`config.mk`:
```
export PLATFORM = sky130hd
export DESIGN_NAME = waypoint_follower_speed_clamp
export DESIGN_NICKNAME = d
export VERILOG_FILES = /design/src/design/wfsc_pkg.sv /design/src/design/wfsc_divlane.sv /design/src/design/waypoint_follower_speed_clamp.sv
export SDC_FILE = /design/constraint.sdc
export NUM_CORES = 2
export LEC_CHECK = 0
export BUFFER_PORTS_ARGS = -buffer_cell sky130_fd_sc_hd__buf_4
export CORE_ASPECT_RATIO = 1.4
export CORE_UTILIZATION = 65
export CTS_BUF_LIST = sky130_fd_sc_hd__clkbuf_4 sky130_fd_sc_hd__clkbuf_8
export CTS_CLUSTER_SIZE = 12
export DETAILED_ROUTE_END_ITERATION = 12
export PLACE_DENSITY = 0.82
export RECOVER_POWER = 50
export SLEW_MARGIN = 20
export SYNTH_ARGS = -nofsm -noshare
export SYNTH_HDL_FRONTEND = slang
export SYNTH_SLANG_ARGS = --single-unit
```
`constraint.sdc`:
```
create_clock -name i_clk -period 9.8 [get_ports i_clk]
set_input_delay 1.96 -clock i_clk [delete_from_list [all_inputs] [get_ports i_clk]]
set_output_delay 1.96 -clock i_clk [all_outputs]
set_load 0.1 [all_outputs]
```
`src/design/wfsc_pkg.sv`:
```
// Shared types, codes, widths and the sequencer program of the waypoint follower.
`timescale 1ns / 1ps

package wfsc_pkg;

    // Item codes carried in the slave-side tuser
    typedef logic [1:0] t_op;
    localparam t_op OP_TICK   = 2'd0;
    localparam t_op OP_APPEND = 2'd1;
    localparam t_op OP_STOP   = 2'd2;

    // Result status carried in the master-side tuser
    typedef logic [2:0] t_status;
    localparam t_status ST_NONE    = 3'd0;
    localparam t_status ST_SETPT   = 3'd1;
    localparam t_status ST_REACHED = 3'd2;
    localparam t_status ST_IDLE    = 3'd3;
    localparam t_status ST_FULL    = 3'd4;

    // Configuration register indexes
    localparam int CFG_IDX_W = 1;
    localparam int CFG_W     = 12;
    localparam logic [CFG_IDX_W-1:0] CFG_MAX_STEP = 1'd0;
    localparam logic [CFG_IDX_W-1:0] CFG_ARRIVAL  = 1'd1;
    localparam logic [CFG_W-1:0] MAX_STEP_RST = 12'd200;
    localparam logic [CFG_W-1:0] ARRIVAL_RST  = 12'd50;

    // Datapath widths
    localparam int POS_W = 16;
    localparam int MAG_W = 16;
    localparam int PRD_W = 32;
    localparam int SQ_W  = 34;
    localparam int LEN_W = 17;
    localparam int NUM_W = 29;
    localparam int DEN_W = 18;
    localparam int QUO_W = 13;
    localparam int IDX_W = 5;
    localparam logic [SQ_W-1:0] SQ_BIT0 = 34'h1_0000_0000;

    // Sequencer program
    typedef logic [4:0] t_pc;
    typedef logic [4:0] t_cnt;

    localparam t_pc PC_WAIT   = 5'd0;
    localparam t_pc PC_CHECK  = 5'd1;
    localparam t_pc PC_DIFF   = 5'd2;
    localparam t_pc PC_SQX    = 5'd3;
    localparam t_pc PC_SQY    = 5'd4;
    localparam t_pc PC_SQZ    = 5'd5;
    localparam t_pc PC_SQLOAD = 5'd6;
    localparam t_pc PC_SQIT   = 5'd7;
    localparam t_pc PC_CMP    = 5'd8;
    localparam t_pc PC_MULX   = 5'd9;
    localparam t_pc PC_MULY   = 5'd10;
    localparam t_pc PC_MULZ   = 5'd11;
    localparam t_pc PC_NUMZ   = 5'd12;
    localparam t_pc PC_DVLOAD = 5'd13;
    localparam t_pc PC_DVIT   = 5'd14;
    localparam t_pc PC_FIN    = 5'd15;
    localparam t_pc PC_EMIT   = 5'd16;

    localparam t_cnt SQRT_ITERS_M1 = 5'd16;
    localparam t_cnt DIV_ITERS_M1  = 5'd12;

    typedef enum logic [4:0] {
        A_NONE,
        A_READ,
        A_DIFF,
        A_SQX,
        A_SQY,
        A_SQZ,
        A_SQLOAD,
        A_SQIT,
        A_CMP,
        A_MULX,
        A_MULY,
        A_MULZ,
        A_NUMZ,
        A_DVLOAD,
        A_DVIT,
        A_FIN,
        A_EMIT
    } t_act;

    typedef enum logic [2:0] {
        C_NEXT,       // fall through
        C_WAIT_IN,    // hold at target until a beat is taken
        C_SKIP_IDLE,  // jump when the item needs no path work
        C_SKIP_NEAR,  // jump when no scaled step is needed
        C_LOOP,       // jump while the loop counter is nonzero
        C_WAIT_OUT    // jump once the output register is free, else hold
    } t_cond;

    typedef struct packed {
        t_act  act;
        t_cond cond;
        t_pc   target;
        logic  ld_cnt;
        t_cnt  cnt;
    } t_uword;

    typedef struct packed {
        logic load;
        logic step;
    } t_div_ctl;

    function automatic t_uword ucode(input t_pc pc);
        t_uword w;
        unique case (pc)
            PC_WAIT:   w = '{A_NONE,   C_WAIT_IN,   PC_WAIT,   1'b0, 5'd0};
            PC_CHECK:  w = '{A_READ,   C_SKIP_IDLE, PC_EMIT,   1'b0, 5'd0};
            PC_DIFF:   w = '{A_DIFF,   C_NEXT,      PC_WAIT,   1'b0, 5'd0};
            PC_SQX:    w = '{A_SQX,    C_NEXT,      PC_WAIT,   1'b0, 5'd0};
            PC_SQY:    w = '{A_SQY,    C_NEXT,      PC_WAIT,   1'b0, 5'd0};
            PC_SQZ:    w = '{A_SQZ,    C_NEXT,      PC_WAIT,   1'b0, 5'd0};
            PC_SQLOAD: w = '{A_SQLOAD, C_NEXT,      PC_WAIT,   1'b1, SQRT_ITERS_M1};
            PC_SQIT:   w = '{A_SQIT,   C_LOOP,      PC_SQIT,   1'b0, 5'd0};
            PC_CMP:    w = '{A_CMP,    C_SKIP_NEAR, PC_EMIT,   1'b0, 5'd0};
            PC_MULX:   w = '{A_MULX,   C_NEXT,      PC_WAIT,   1'b0, 5'd0};
            PC_MULY:   w = '{A_MULY,   C_NEXT,      PC_WAIT,   1'b0, 5'd0};
            PC_MULZ:   w = '{A_MULZ,   C_NEXT,      PC_WAIT,   1'b0, 5'd0};
            PC_NUMZ:   w = '{A_NUMZ,   C_NEXT,      PC_WAIT,   1'b0, 5'd0};
            PC_DVLOAD: w = '{A_DVLOAD, C_NEXT,      PC_WAIT,   1'b1, DIV_ITERS_M1};
            PC_DVIT:   w = '{A_DVIT,   C_LOOP,      PC_DVIT,   1'b0, 5'd0};
            PC_FIN:    w = '{A_FIN,    C_NEXT,      PC_WAIT,   1'b0, 5'd0};
            PC_EMIT:   w = '{A_EMIT,   C_WAIT_OUT,  PC_WAIT,   1'b0, 5'd0};
            default:   w = '{A_NONE,   C_WAIT_IN,   PC_WAIT,   1'b0, 5'd0};
        endcase
        return w;
    endfunction

endpackage

```
`src/design/wfsc_divlane.sv`:
```
// One restoring divider lane: rounds a scaled axis offset over the step length.
`timescale 1ns / 1ps

module wfsc_divlane (
    input  logic                      i_clk,
    input  wfsc_pkg::t_div_ctl        i_ctl,
    input  logic [wfsc_pkg::NUM_W-1:0] i_num,
    input  logic [wfsc_pkg::DEN_W-1:0] i_den,
    output logic [wfsc_pkg::QUO_W-1:0] o_quo
);

    logic [wfsc_pkg::DEN_W-1:0] r_rem;
    logic [wfsc_pkg::QUO_W-1:0] r_lo;
    logic [wfsc_pkg::QUO_W-1:0] r_quo;
    logic [wfsc_pkg::DEN_W:0]   w_trial;
    logic [wfsc_pkg::DEN_W:0]   w_diff;
    logic                       w_ge;

    assign w_trial = {r_rem, r_lo[wfsc_pkg::QUO_W-1]};
    assign w_ge    = (w_trial >= {1'b0, i_den});
    assign w_diff  = w_trial - {1'b0, i_den};

    // Quotient is known to fit QUO_W bits, so the high numerator bits start below i_den
    always_ff @(posedge i_clk) begin
        if (i_ctl.load) begin
            r_rem <= wfsc_pkg::DEN_W'(i_num[wfsc_pkg::NUM_W-1:wfsc_pkg::QUO_W]);
            r_lo  <= i_num[wfsc_pkg::QUO_W-1:0];
            r_quo <= '0;
        end else if (i_ctl.step) begin
            r_rem <= w_ge ? wfsc_pkg::DEN_W'(w_diff) : wfsc_pkg::DEN_W'(w_trial);
            r_lo  <= {r_lo[wfsc_pkg::QUO_W-2:0], 1'b0};
            r_quo <= {r_quo[wfsc_pkg::QUO_W-2:0], w_ge};
        end
    end

    assign o_quo = r_quo;

endmodule

```
`src/design/waypoint_follower_speed_clamp.sv`:
```
// Top level of the waypoint follower with per-tick step limit.
`timescale 1ns / 1ps

// Waypoint follower with step clamp. Each slave beat carries a code in tuser
// (tick, append, stop) and an x/y/z position in millimetres. Append stores a
// waypoint (up to MAX_WAYPOINTS) and starts following; stop clears the list.
// A tick measures the integer distance to the current waypoint: below
// arrival_radius the waypoint counts as reached and the index advances,
// otherwise a setpoint is issued, either the waypoint itself or the position
// moved max_step along the path, each axis rounded half away from zero.
// Every slave beat yields exactly one master beat. One item is in work at a
// time, run by a microcoded sequencer: append, stop and idle ticks go straight
// to the output step, a tick that reaches or lands on the waypoint ends after
// the distance compare, and a clamped step also runs the 13-iteration divide
// loop (three axis lanes side by side); every tick with path work runs the
// 17-iteration square-root loop. A finished result waits in the output register;
// the next beat is taken as soon as the sequencer is back at its wait step.
module waypoint_follower_speed_clamp #(
    parameter int MAX_WAYPOINTS = 16
) (
    input  logic        i_clk,
    input  logic        i_rst_n,
    // slave side
    input  logic        i_s_tvalid,
    output logic        o_s_tready,
    input  logic [47:0] i_s_tdata,   // pos_x[15:0], pos_y[31:16], pos_z[47:32]
    input  logic [1:0]  i_s_tuser,   // op[1:0]
    // master side
    output logic        o_m_tvalid,
    input  logic        i_m_tready,
    output logic [55:0] o_m_tdata,   // cmd_x[15:0], cmd_y[31:16], cmd_z[47:32],
                                     // target_index[52:48], zero[55:53]
    output logic [2:0]  o_m_tuser,   // status[2:0]
    // configuration
    input  logic                           i_cfg_we,
    input  logic [wfsc_pkg::CFG_IDX_W-1:0] i_cfg_idx,
    input  logic [wfsc_pkg::CFG_W-1:0]     i_cfg_wdata
);

    localparam int AW = $clog2(MAX_WAYPOINTS);
    localparam int CW = $clog2(MAX_WAYPOINTS + 1);
    localparam int PW = wfsc_pkg::POS_W;

    // ---------------------------------------------------------------- state
    logic [3*PW-1:0] r_mem [MAX_WAYPOINTS];

    logic [CW-1:0]   r_count;
    logic [CW-1:0]   r_ptr;
    logic            r_following;
    logic [wfsc_pkg::CFG_W-1:0] r_max_step;
    logic [wfsc_pkg::CFG_W-1:0] r_arrival;

    wfsc_pkg::t_pc   r_pc,  n_pc;
    wfsc_pkg::t_cnt  r_cnt, n_cnt;
    wfsc_pkg::t_uword w_uw;

    // item payload
    logic            r_work;
    wfsc_pkg::t_status r_status;
    logic [PW-1:0]   r_pos [3];
    logic [3*PW-1:0] r_wp;
    logic [PW-1:0]   w_wp  [3];
    logic [wfsc_pkg::MAG_W-1:0] r_mag [3];
    logic            r_neg [3];
    logic [PW-1:0]   r_cmd [3];

    // arithmetic
    logic [wfsc_pkg::PRD_W-1:0] r_prod;
    logic [wfsc_pkg::SQ_W-1:0]  r_acc;
    logic [wfsc_pkg::SQ_W-1:0]  r_sq_n, r_sq_res, r_sq_bit;
    logic [wfsc_pkg::NUM_W-1:0] r_num [3];

    // output register
    logic            r_out_valid;
    wfsc_pkg::t_status r_out_status;
    logic [PW-1:0]   r_out_cmd [3];
    logic [wfsc_pkg::IDX_W-1:0] r_out_idx;

    // ----------------------------------------------------------- handshakes
    logic w_in_acc;
    logic w_out_free;
    logic w_full;
    wfsc_pkg::t_op w_op;

    assign o_s_tready = (r_pc == wfsc_pkg::PC_WAIT);
    assign w_in_acc   = i_s_tvalid && o_s_tready;
    assign w_out_free = !r_out_valid || i_m_tready;
    assign w_full     = (r_count == CW'(MAX_WAYPOINTS));
    assign w_op       = i_s_tuser;

    assign w_uw = wfsc_pkg::ucode(r_pc);

    // -------------------------------------------------------- combinational
    logic [wfsc_pkg::LEN_W-1:0] w_len;
    logic                       w_reach;
    logic                       w_near;
    logic [PW:0]                w_d [3];
    logic [wfsc_pkg::MAG_W-1:0] w_mul_a, w_mul_b;
    logic [wfsc_pkg::SQ_W:0]    w_sq_try;
    logic                       w_sq_ge;
    logic [wfsc_pkg::NUM_W-1:0] w_num_new;
    logic [wfsc_pkg::DEN_W-1:0] w_den;
    logic [wfsc_pkg::QUO_W-1:0] w_quo [3];
    logic signed [PW:0]         w_off [3];
    logic [PW-1:0]              w_step_cmd [3];
    wfsc_pkg::t_div_ctl         w_div_ctl;
    logic [31:0]                w_ptr_ext;

    assign w_wp[0] = r_wp[PW-1:0];
    assign w_wp[1] = r_wp[2*PW-1:PW];
    assign w_wp[2] = r_wp[3*PW-1:2*PW];

    assign w_len   = r_sq_res[wfsc_pkg::LEN_W-1:0];
    assign w_reach = ({5'd0, r_arrival} > w_len);
    assign w_near  = w_reach || ({5'd0, r_max_step} >= w_len);
    assign w_den   = {w_len, 1'b0};

    assign w_sq_try = {1'b0, r_sq_res} + {1'b0, r_sq_bit};
    assign w_sq_ge  = ({1'b0, r_sq_n} >= w_sq_try);

    // numerator 2*|d|*max_step + len; the multiply sits in r_prod a step earlier
    assign w_num_new = wfsc_pkg::NUM_W'({r_prod, 1'b0} + 33'(w_len));

    assign w_div_ctl.load = (w_uw.act == wfsc_pkg::A_DVLOAD);
    assign w_div_ctl.step = (w_uw.act == wfsc_pkg::A_DVIT);

    assign w_ptr_ext = 32'(r_ptr);

    always_comb begin
        for (int i = 0; i < 3; i++) begin
            w_d[i]   = {w_wp[i][PW-1], w_wp[i]} - {r_pos[i][PW-1], r_pos[i]};
            w_off[i] = $signed({4'd0, w_quo[i]});
            if (r_neg[i]) begin
                w_off[i] = -w_off[i];
            end
            w_step_cmd[i] = PW'($signed({r_pos[i][PW-1], r_pos[i]}) + w_off[i]);
        end
    end

    // shared multiplier operand select
    always_comb begin
        unique case (w_uw.act)
            wfsc_pkg::A_SQX:  begin w_mul_a = r_mag[0]; w_mul_b = r_mag[0]; end
            wfsc_pkg::A_SQY:  begin w_mul_a = r_mag[1]; w_mul_b = r_mag[1]; end
            wfsc_pkg::A_SQZ:  begin w_mul_a = r_mag[2]; w_mul_b = r_mag[2]; end
            wfsc_pkg::A_MULX: begin w_mul_a = r_mag[0]; w_mul_b = 16'(r_max_step); end
            wfsc_pkg::A_MULY: begin w_mul_a = r_mag[1]; w_mul_b = 16'(r_max_step); end
            wfsc_pkg::A_MULZ: begin w_mul_a = r_mag[2]; w_mul_b = 16'(r_max_step); end
            default:          begin w_mul_a = r_mag[0]; w_mul_b = r_mag[0]; end
        endcase
    end

    // next step and loop counter
    always_comb begin
        unique case (w_uw.cond)
            wfsc_pkg::C_NEXT:      n_pc = r_pc + 5'd1;
            wfsc_pkg::C_WAIT_IN:   n_pc = w_in_acc ? r_pc + 5'd1 : w_uw.target;
            wfsc_pkg::C_SKIP_IDLE: n_pc = r_work ? r_pc + 5'd1 : w_uw.target;
            wfsc_pkg::C_SKIP_NEAR: n_pc = w_near ? w_uw.target : r_pc + 5'd1;
            wfsc_pkg::C_LOOP:      n_pc = (r_cnt != '0) ? w_uw.target : r_pc + 5'd1;
            wfsc_pkg::C_WAIT_OUT:  n_pc = w_out_free ? w_uw.target : r_pc;
            default:               n_pc = wfsc_pkg::PC_WAIT;
        endcase
        priority if (w_uw.ld_cnt) begin
            n_cnt = w_uw.cnt;
        end else if (w_uw.cond == wfsc_pkg::C_LOOP && r_cnt != '0) begin
            n_cnt = r_cnt - 5'd1;
        end else begin
            n_cnt = r_cnt;
        end
    end

    // ------------------------------------------------------------ divider
    for (genvar g = 0; g < 3; g++) begin : g_lane
        wfsc_divlane u_lane (
            .i_clk (i_clk),
            .i_ctl (w_div_ctl),
            .i_num (r_num[g]),
            .i_den (w_den),
            .o_quo (w_quo[g])
        );
    end

    // ------------------------------------------------------- control regs
    always_ff @(posedge i_clk) begin
        if (!i_rst_n) begin
            r_pc        <= wfsc_pkg::PC_WAIT;
            r_cnt       <= '0;
            r_count     <= '0;
            r_ptr       <= '0;
            r_following <= 1'b0;
            r_out_valid <= 1'b0;
            r_max_step  <= wfsc_pkg::MAX_STEP_RST;
            r_arrival   <= wfsc_pkg::ARRIVAL_RST;
        end else begin
            r_pc  <= n_pc;
            r_cnt <= n_cnt;

            if (i_cfg_we) begin
                if (i_cfg_idx == wfsc_pkg::CFG_MAX_STEP) begin
                    r_max_step <= i_cfg_wdata;
                end
                if (i_cfg_idx == wfsc_pkg::CFG_ARRIVAL) begin
                    r_arrival <= i_cfg_wdata;
                end
            end

            // list bookkeeping happens on the accepted beat
            if (w_in_acc) begin
                if (w_op == wfsc_pkg::OP_APPEND && !w_full) begin
                    r_count     <= r_count + CW'(1);
                    r_following <= 1'b1;
                end else if (w_op == wfsc_pkg::OP_STOP) begin
                    r_count     <= '0;
                    r_ptr       <= '0;
                    r_following <= 1'b0;
                end
            end

            // advance past a reached waypoint
            if (w_uw.act == wfsc_pkg::A_CMP && w_reach) begin
                r_ptr <= r_ptr + CW'(1);
            end

            if (w_uw.act == wfsc_pkg::A_EMIT && w_out_free) begin
                r_out_valid <= 1'b1;
            end else if (i_m_tready) begin
                r_out_valid <= 1'b0;
            end
        end
    end

    // ----------------------------------------------------- waypoint memory
    always_ff @(posedge i_clk) begin
        if (w_in_acc && w_op == wfsc_pkg::OP_APPEND && !w_full) begin
            r_mem[r_count[AW-1:0]] <= i_s_tdata;
        end
        if (w_uw.act == wfsc_pkg::A_READ && r_work) begin
            r_wp <= r_mem[r_ptr[AW-1:0]];
        end
    end

    // ------------------------------------------------------------ datapath
    always_ff @(posedge i_clk) begin
        if (w_in_acc) begin
            r_pos[0] <= i_s_tdata[PW-1:0];
            r_pos[1] <= i_s_tdata[2*PW-1:PW];
            r_pos[2] <= i_s_tdata[3*PW-1:2*PW];
            r_work   <= (w_op == wfsc_pkg::OP_TICK) && r_following && (r_ptr < r_count);
            for (int i = 0; i < 3; i++) begin
                r_cmd[i] <= '0;
            end
            if (w_op == wfsc_pkg::OP_APPEND && w_full) begin
                r_status <= wfsc_pkg::ST_FULL;
            end else if (w_op == wfsc_pkg::OP_TICK) begin
                r_status <= wfsc_pkg::ST_IDLE;
            end else begin
                r_status <= wfsc_pkg::ST_NONE;
            end
        end

        unique case (w_uw.act)
            wfsc_pkg::A_DIFF: begin
                for (int i = 0; i < 3; i++) begin
                    r_neg[i] <= w_d[i][PW];
                    r_mag[i] <= w_d[i][PW] ? wfsc_pkg::MAG_W'(-w_d[i])
                                           : wfsc_pkg::MAG_W'(w_d[i]);
                end
            end
            wfsc_pkg::A_SQX: begin
                r_prod <= w_mul_a * w_mul_b;
                r_acc  <= '0;
            end
            wfsc_pkg::A_SQY, wfsc_pkg::A_SQZ: begin
                r_prod <= w_mul_a * w_mul_b;
                r_acc  <= r_acc + wfsc_pkg::SQ_W'(r_prod);
            end
            wfsc_pkg::A_SQLOAD: begin
                r_sq_n   <= r_acc + wfsc_pkg::SQ_W'(r_prod);
                r_sq_res <= '0;
                r_sq_bit <= wfsc_pkg::SQ_BIT0;
            end
            wfsc_pkg::A_SQIT: begin
                // one result bit per step: trial subtract of res + bit
                if (w_sq_ge) begin
                    r_sq_n   <= r_sq_n - wfsc_pkg::SQ_W'(w_sq_try);
                    r_sq_res <= (r_sq_res >> 1) + r_sq_bit;
                end else begin
                    r_sq_res <= r_sq_res >> 1;
                end
                r_sq_bit <= r_sq_bit >> 2;
            end
            wfsc_pkg::A_CMP: begin
                if (w_reach) begin
                    r_status <= wfsc_pkg::ST_REACHED;
                end else begin
                    r_status <= wfsc_pkg::ST_SETPT;
                    for (int i = 0; i < 3; i++) begin
                        r_cmd[i] <= w_wp[i];
                    end
                end
            end
            wfsc_pkg::A_MULX: begin
                r_prod <= w_mul_a * w_mul_b;
            end
            wfsc_pkg::A_MULY: begin
                r_prod   <= w_mul_a * w_mul_b;
                r_num[0] <= w_num_new;
            end
            wfsc_pkg::A_MULZ: begin
                r_prod   <= w_mul_a * w_mul_b;
                r_num[1] <= w_num_new;
            end
            wfsc_pkg::A_NUMZ: begin
                r_num[2] <= w_num_new;
            end
            wfsc_pkg::A_FIN: begin
                for (int i = 0; i < 3; i++) begin
                    r_cmd[i] <= w_step_cmd[i];
                end
            end
            default: begin
            end
        endcase

        if (w_uw.act == wfsc_pkg::A_EMIT && w_out_free) begin
            r_out_status <= r_status;
            r_out_idx    <= w_ptr_ext[wfsc_pkg::IDX_W-1:0];
            for (int i = 0; i < 3; i++) begin
                r_out_cmd[i] <= r_cmd[i];
            end
        end
    end

    // -------------------------------------------------------------- outputs
    assign o_m_tvalid = r_out_valid;
    assign o_m_tuser  = r_out_status;
    assign o_m_tdata  = {3'd0, r_out_idx, r_out_cmd[2], r_out_cmd[1], r_out_cmd[0]};

`ifndef ASSERT_OFF
    a_ptr_in_list: assert property (@(posedge i_clk) disable iff (!i_rst_n)
        r_ptr <= r_count)
        else $error("target pointer ran past waypoint count");

    a_count_bound: assert property (@(posedge i_clk) disable iff (!i_rst_n)
        r_count <= CW'(MAX_WAYPOINTS))
        else $error("waypoint count exceeds capacity");

    a_busy_after_accept: assert property (@(posedge i_clk) disable iff (!i_rst_n)
        w_in_acc |=> !o_s_tready)
        else $error("sequencer took a beat while an item was in work");

    a_reached_moves_ptr: assert property (@(posedge i_clk) disable iff (!i_rst_n)
        (w_uw.act == wfsc_pkg::A_EMIT && w_out_free && r_status == wfsc_pkg::ST_REACHED)
        |-> (r_ptr != '0))
        else $error("reached status without pointer advance");
`endif

endmodule
```
After elaboration in Yosys (flattened, before gate mapping)
Memories as Yosys holds them, arrays and structs flattened. A register that Yosys moved wholly into a read port is not among the register bits.
Cells that the tools add are included.

operators by class
  magnitude comparators = 7
  multiplexer cells = 84
  add/sub/neg operators = 24
  bitwise logic cells = 7
  reductions and logical operators = 40
  $mul = 1
  equal/unequal tests = 27

operator list
  cell                  number
  $mux W16              18
  $pmux W34 S2          4
  $mux W13              6
  $mux W5               14
  $mux W34              2
  $mux W29              2
  $reduce_or A29 Y1     2
  $ge A19 B18 Y1        3
  $mux W18              3
  $sub A18 B18 Y18      3
  $sub A16 B16 Y17      3
  $add A16 B16 Y16      3
  $neg A13 Y16          3
  $neg A16 Y16          3
  $pmux W16 S3          1
  $eq A5 B4 Y1 const B  8
  $add A34 B34 Y35      1
  $ge A34 B35 Y1        1
  $add A33 B34 Y34      1
  $add A34 B32 Y34      1
  $sub A34 B34 Y34      1
  $mul A16 B16 Y32      1
  $pmux W16 S2          1
  $pmux W5 S6           1
  other kinds (35)      104

word-level totals
  input port bits = 68
  bits in read-only memories = 544
  word-level logic and storage cells = 227
  bits in writable memories = 1050
  output and inout bits = 61
  bits in registers = 358
  memories = 8

memory list
  name              depth  width  read ports  clocked after Yosys merged registers in  write ports  RTL line                             RTL
  r_mem             16     48     1           1                                        1            waypoint_follower_speed_clamp.sv:45  logic [3*PW-1:0] r_mem [MAX_WAYPOINTS];
  (name not given)  32     17     1           1                                        0            wfsc_pkg.sv:109                      unique case (pc)
  r_num             3      29     3           0                                        1            waypoint_follower_speed_clamp.sv:71  logic [wfsc_pkg::NUM_W-1:0] r_num [3];
  r_cmd             3      16     3           0                                        3            waypoint_follower_speed_clamp.sv:65  logic [PW-1:0] r_cmd [3];
  r_mag             3      16     3           0                                        3            waypoint_follower_speed_clamp.sv:63  logic [wfsc_pkg::MAG_W-1:0] r_mag [3];
  r_out_cmd         3      16     3           0                                        3            waypoint_follower_speed_clamp.sv:76  logic [PW-1:0] r_out_cmd [3];
  2 more memories   --     --     --          --                                       --           --

Longest topological paths before layout
  word-level depth = 6
  depth in mapped cells = 32

By module
Synthesis repeated with hierarchy kept, for this count alone.

second synthesis, totals
  cells, all modules = 6084
  area total of the unflattened synthesis = 79054.6 um^2

modules (own cells, without submodules)
  module                         cells an instance  area an instance (um^2)  times used  sequential area each (um^2)
  waypoint_follower_speed_clamp  5142               69704.4                  1           39067.5
  wfsc_divlane                   314                3116.7                   3           1171.1

Least setup slack after synthesis
No wires, ideal clock.

  path type = register to register
  from = register, netlist name w_uw[17]
  to = register r_prod[31] in the netlist's numbering, data pin
  cell stages (with the launch flop) = 30
  setup slack = 1.569 ns
  setup time = 0.260 ns
  arrival time = 7.971 ns
  data required time = 9.540 ns
  path buffers = 3
  path through = dfxtp_1 -> clkbuf_1 -> or3b_2 -> nor2_1 -> nor2_1 -> clkbuf_1 -> a221oi_1 -> clkbuf_1 -> nor2_1 -> fa_1 -> inv_1 -> fa_1 -> fa_1 -> inv_1 -> fa_1 -> fa_1 -> inv_1 -> fa_1 -> inv_1 -> ha_1 -> or3_1 -> a2111oi_2 -> o311ai_1 -> and3_1 -> a221o_1 -> a221oi_2 -> a211oi_1 -> a21o_1 -> a21oi_2 -> xnor2_1

on the way
  word-level cells in the longest chain between the ends = 4
  elaborated cells between the ends (all ways) = 11

ends and longest elaborated chain
  what                                                                          RTL line                                                                    RTL
  $eq A5 B4 Y1 / $eq A5 B3 Y1 (equally long branches)                           waypoint_follower_speed_clamp.sv:142, waypoint_follower_speed_clamp.sv:262
  $reduce_or A3 Y1 (no source line) / $reduce_or A2 Y1 (equally long branches)  --
  $pmux W16 S3 / $pmux W16 S2 (equally long branches)                           waypoint_follower_speed_clamp.sv:142                                        unique case (w_uw.act)
  $mul A16 B16 Y32 (*)                                                          --
  end signal: assignment                                                        waypoint_follower_speed_clamp.sv:271                                        r_prod <= w_mul_a * w_mul_b;
  end signal: assignment                                                        waypoint_follower_speed_clamp.sv:275                                        r_prod <= w_mul_a * w_mul_b;
  end signal: assignment                                                        waypoint_follower_speed_clamp.sv:304                                        r_prod <= w_mul_a * w_mul_b;
  end: declaration                                                              waypoint_follower_speed_clamp.sv:68                                         logic [wfsc_pkg::PRD_W-1:0] r_prod;

Mark *: on every way between the ends. The rest lies on a longest branch, timed or not.
A chain may end at the register's enable or synchronous reset.

Worst setup path in the final report
  from = register, netlist name w_uw[16]
  to = register r_prod[31] in the netlist's numbering, data pin

on the way
  word-level cells in the longest chain between the ends = 4
  elaborated cells between the ends (all ways) = 11

ends and longest elaborated chain
  what                                                                          RTL line
  $eq A5 B4 Y1 / $eq A5 B3 Y1 (equally long branches)                           waypoint_follower_speed_clamp.sv:142, waypoint_follower_speed_clamp.sv:262
  $reduce_or A3 Y1 (no source line) / $reduce_or A2 Y1 (equally long branches)  --
  $pmux W16 S3 / $pmux W16 S2 (equally long branches)                           waypoint_follower_speed_clamp.sv:142
  $mul A16 B16 Y32 (*)                                                          --

Marks and branches as above.

==> flow_metrics.tcl <==
set metrics [dict create \
    cp.arrival_ns 9.62 \
    skew_ns 0.0854 \
    start_kind "flip-flop" \
    path_clk_slew_ns 0.09 \
    period_needed_ns 8.96 \
    finalHoldViolCount 0 \
    wl_per_cell_um 26.7 \
    crit_path_end_kind "flip-flop" \
    setup_tns_ns 0 \
    rsz0062_at_grt "no" \
    cts.path.max_buffers 3 \
    nets 6794 \
    detail_route.iter0.violations 4481 \
    p_total_mw 29.0 \
    grt_pass1_wl_um 309000 \
    setup_violations 0 \
    cp_max_fo 20 \
    drv_cap 17 \
    syn_area_mm2 0.0766 \
    cts_resized 0 \
    viasPerCell 6.41 \
    start_util 0.657 \
    cts_tree "yes" \
    syn_area_per_cell_um2 13.1 \
    drc_errors 0 \
    ir_drop_v 0.00114 \
    min_path_type "reg -> reg" \
    post_cts_buffers 0 \
    vias 49935 \
    cts-root-buf "clkbuf_8" \
    die-width_um 292 \
    first_pass_iters 6 \
    finalMaxSlewViolations 671 \
    io_pins 129 \
    synth.area.top_cells "edfxtp_1 53%, mux4_2 7.1%, ha_1 6.7%" \
    synthArstFlopShare 0 \
    ctsHoldBuffers 0 \
    grt_pass1_vias 51011 \
    synth_top_area_share 0.529 \
    gp_congestion 1.02 \
    core_area_mm2 0.116 \
    ys_ff_latch 1453 \
    synth_area_leader_cell "edfxtp_1" \
    grt_max_degree 100 \
    io_buffers 125 \
    ant_nets 0 \
    failed_checks "max-capacitance violations, max-slew violations" \
    cts_buffers 209 \
    required_ns 10.46 \
    drive_above_1_share 0.129 \
    crit_path_max_incr_delay_ns 0.82 \
    overflow 0 \
    synth_cell_types 89 \
    cts_htree_levels 4 \
    synth_edf_count 1348 \
    worst_slew_pin_slew_ns 4.12 \
    leakage_nw 31.5 \
    min_period_over_period 0.914 \
    p_per_area_mw_per_mm2 346 \
    place.detailed.hpwl_um 143000 \
    fmax_mhz 112 \
    antenna_found_initial 16 \
    ys.flop_type "edfxtp_1" \
    ys_seq_area_frac 0.556 \
    yosysMostFrequentCell "edfxtp_1" \
    critPathMostFrequentCell "fa_1" \
    rows 148 \
    wl_um 208000 \
    clock_latency_ns 0.98 \
    synth_commonest_cells "1348 x edfxtp_1, 578 x nand2_1, 480 x nor2_1" \
    filler_cell_count 7602 \
    fp.dieH_um 408 \
    yosys_warnings 0 \
    syn_inst 5867 \
    slew_headroom -1.74 \
    dieArea_mm2 0.119 \
    syn_to_final_growth_pct 9.40 \
    cts.sinks 1453 \
    crit_slowest_cell "clkbuf_1" \
    grt_use_total 0.355 \
    path_class "reg -> reg" \
    status "complete, but fails checks" \
]
==> final timing paths <==
kind,start,slack (ns),to,cells past startpoint
worst max-delay path,w_uw[16],0.84,r_prod[31],29
worst min-delay path,r_cmd[0][15],0.38,r_out_cmd[0][15],0
worst max register to register,w_uw[16],0.84,r_prod[31],29
worst min register to register,r_cmd[0][15],0.38,r_out_cmd[0][15],0
==> critical path: cells and delay by family (launching register included) <==
kind,cells,cell delay [ns]
compound gates,8,1.99
fa+ha+maj,7,3.31
flops,1,0.50
buf+inv,7,1.59
simple gates,6,1.17
xor+xnor,1,0.07
==> logic make-up after synthesis <==
| kind of cell | count (synthesis) | synth area share |
|---|---|---|
| DFF | 1453 | 0.556 |
| and+or+nand+nor | 1539 | 0.0900 |
| xor gates and xnor gates | 363 | 0.0415 |
| buffers and inverters | 577 | 0.0285 |
| adders and majority gates | 614 | 0.121 |
| muxes | 287 | 0.0767 |
| other | 1 | 0.0000490 |
| AOI/OAI and AO/OA | 1033 | 0.0866 |
==> report_power, final <==
part           total [mW]  switching [mW]  leakage (nW)  internal [mW]
clock network        5.08            2.37          2.31           2.72
logic                15.7            9.24          16.2           6.46
registers            8.20           0.259          13.0           7.95
total                29.0            11.9          31.5           17.1
==> layer usage <==
metal | up-vias | wire [um] | global-route usage
met4 | 10 | 16100 | 0.249
met2 | 2329 | 104000 | 0.605
li1 | 22165 | - | -
met1 | 24711 | 72000 | 0.403
met3 | 720 | 15800 | 0.0672
met5 | - | 73 | 0
==> area by class of cell <==
class	count	area (um^2)	share of cell area
repair buffers	219	1430	0.0171
diodes	11	27.5	0.000329
inverters	390	1470	0.0175
clock buffers	268	3360	0.0401
multi-input cells	3839	32000	0.382
well taps	1500	1880	0.0224
flip-flops and latches	1453	42600	0.508
clock inverters	111	1050	0.0126
==> per-stage QoR <==
step / area [um^2] / hold slack, ns / cells / setup WS, ns / util
after global routing: 83800 / 0.395 / 7789 / 0.394 / 0.719
after global placement: 79600 / 0.402 / 7399 / 1.21 / 0.684
after floorplan: 76600 / 0.400 / 5869 / 1.57 / -
after detailed placement: 79600 / 0.405 / 7399 / 1.11 / 0.684
final: 83800 / 0.376 / 7791 / 0.841 / 0.719
after CTS: 84000 / 0.385 / 7778 / 1.04 / 0.721
==> registers in the layout, indices dropped and copies added (netlist names), 5 cells and up <==
signal / cells
r_out_cmd: 48
r_out_idx: 5
r_sq_n: 34
r_wp: 48
r_arrival: 12
r_mag: 48
g_lane.u_lane.r_rem: 54
r_cnt: 5
r_ptr: 5
r_pc: 5
r_mem: 768
r_cmd: 48
r_max_step: 12
g_lane.u_lane.o_quo: 39
r_count: 5
w_uw: 14
g_lane.u_lane.r_lo: 39
r_num: 87
r_sq_bit: 17
r_sq_res: 34
r_prod: 32
r_acc: 34
r_pos: 48
==> cells in the final DEF (no fill, tap or decap), types with 206 or more instances in the layout <==
cell and n:
a21oi_1 309, clkbuf_8 215, edfxtp_1 1348, fa_1 206, ha_1 408, inv_1 383
mux4_2 240, nand2_1 578, nor2_1 463, o21ai_0 224, xnor2_1 220
Note: power is estimated with default switching activity, not from simulation.
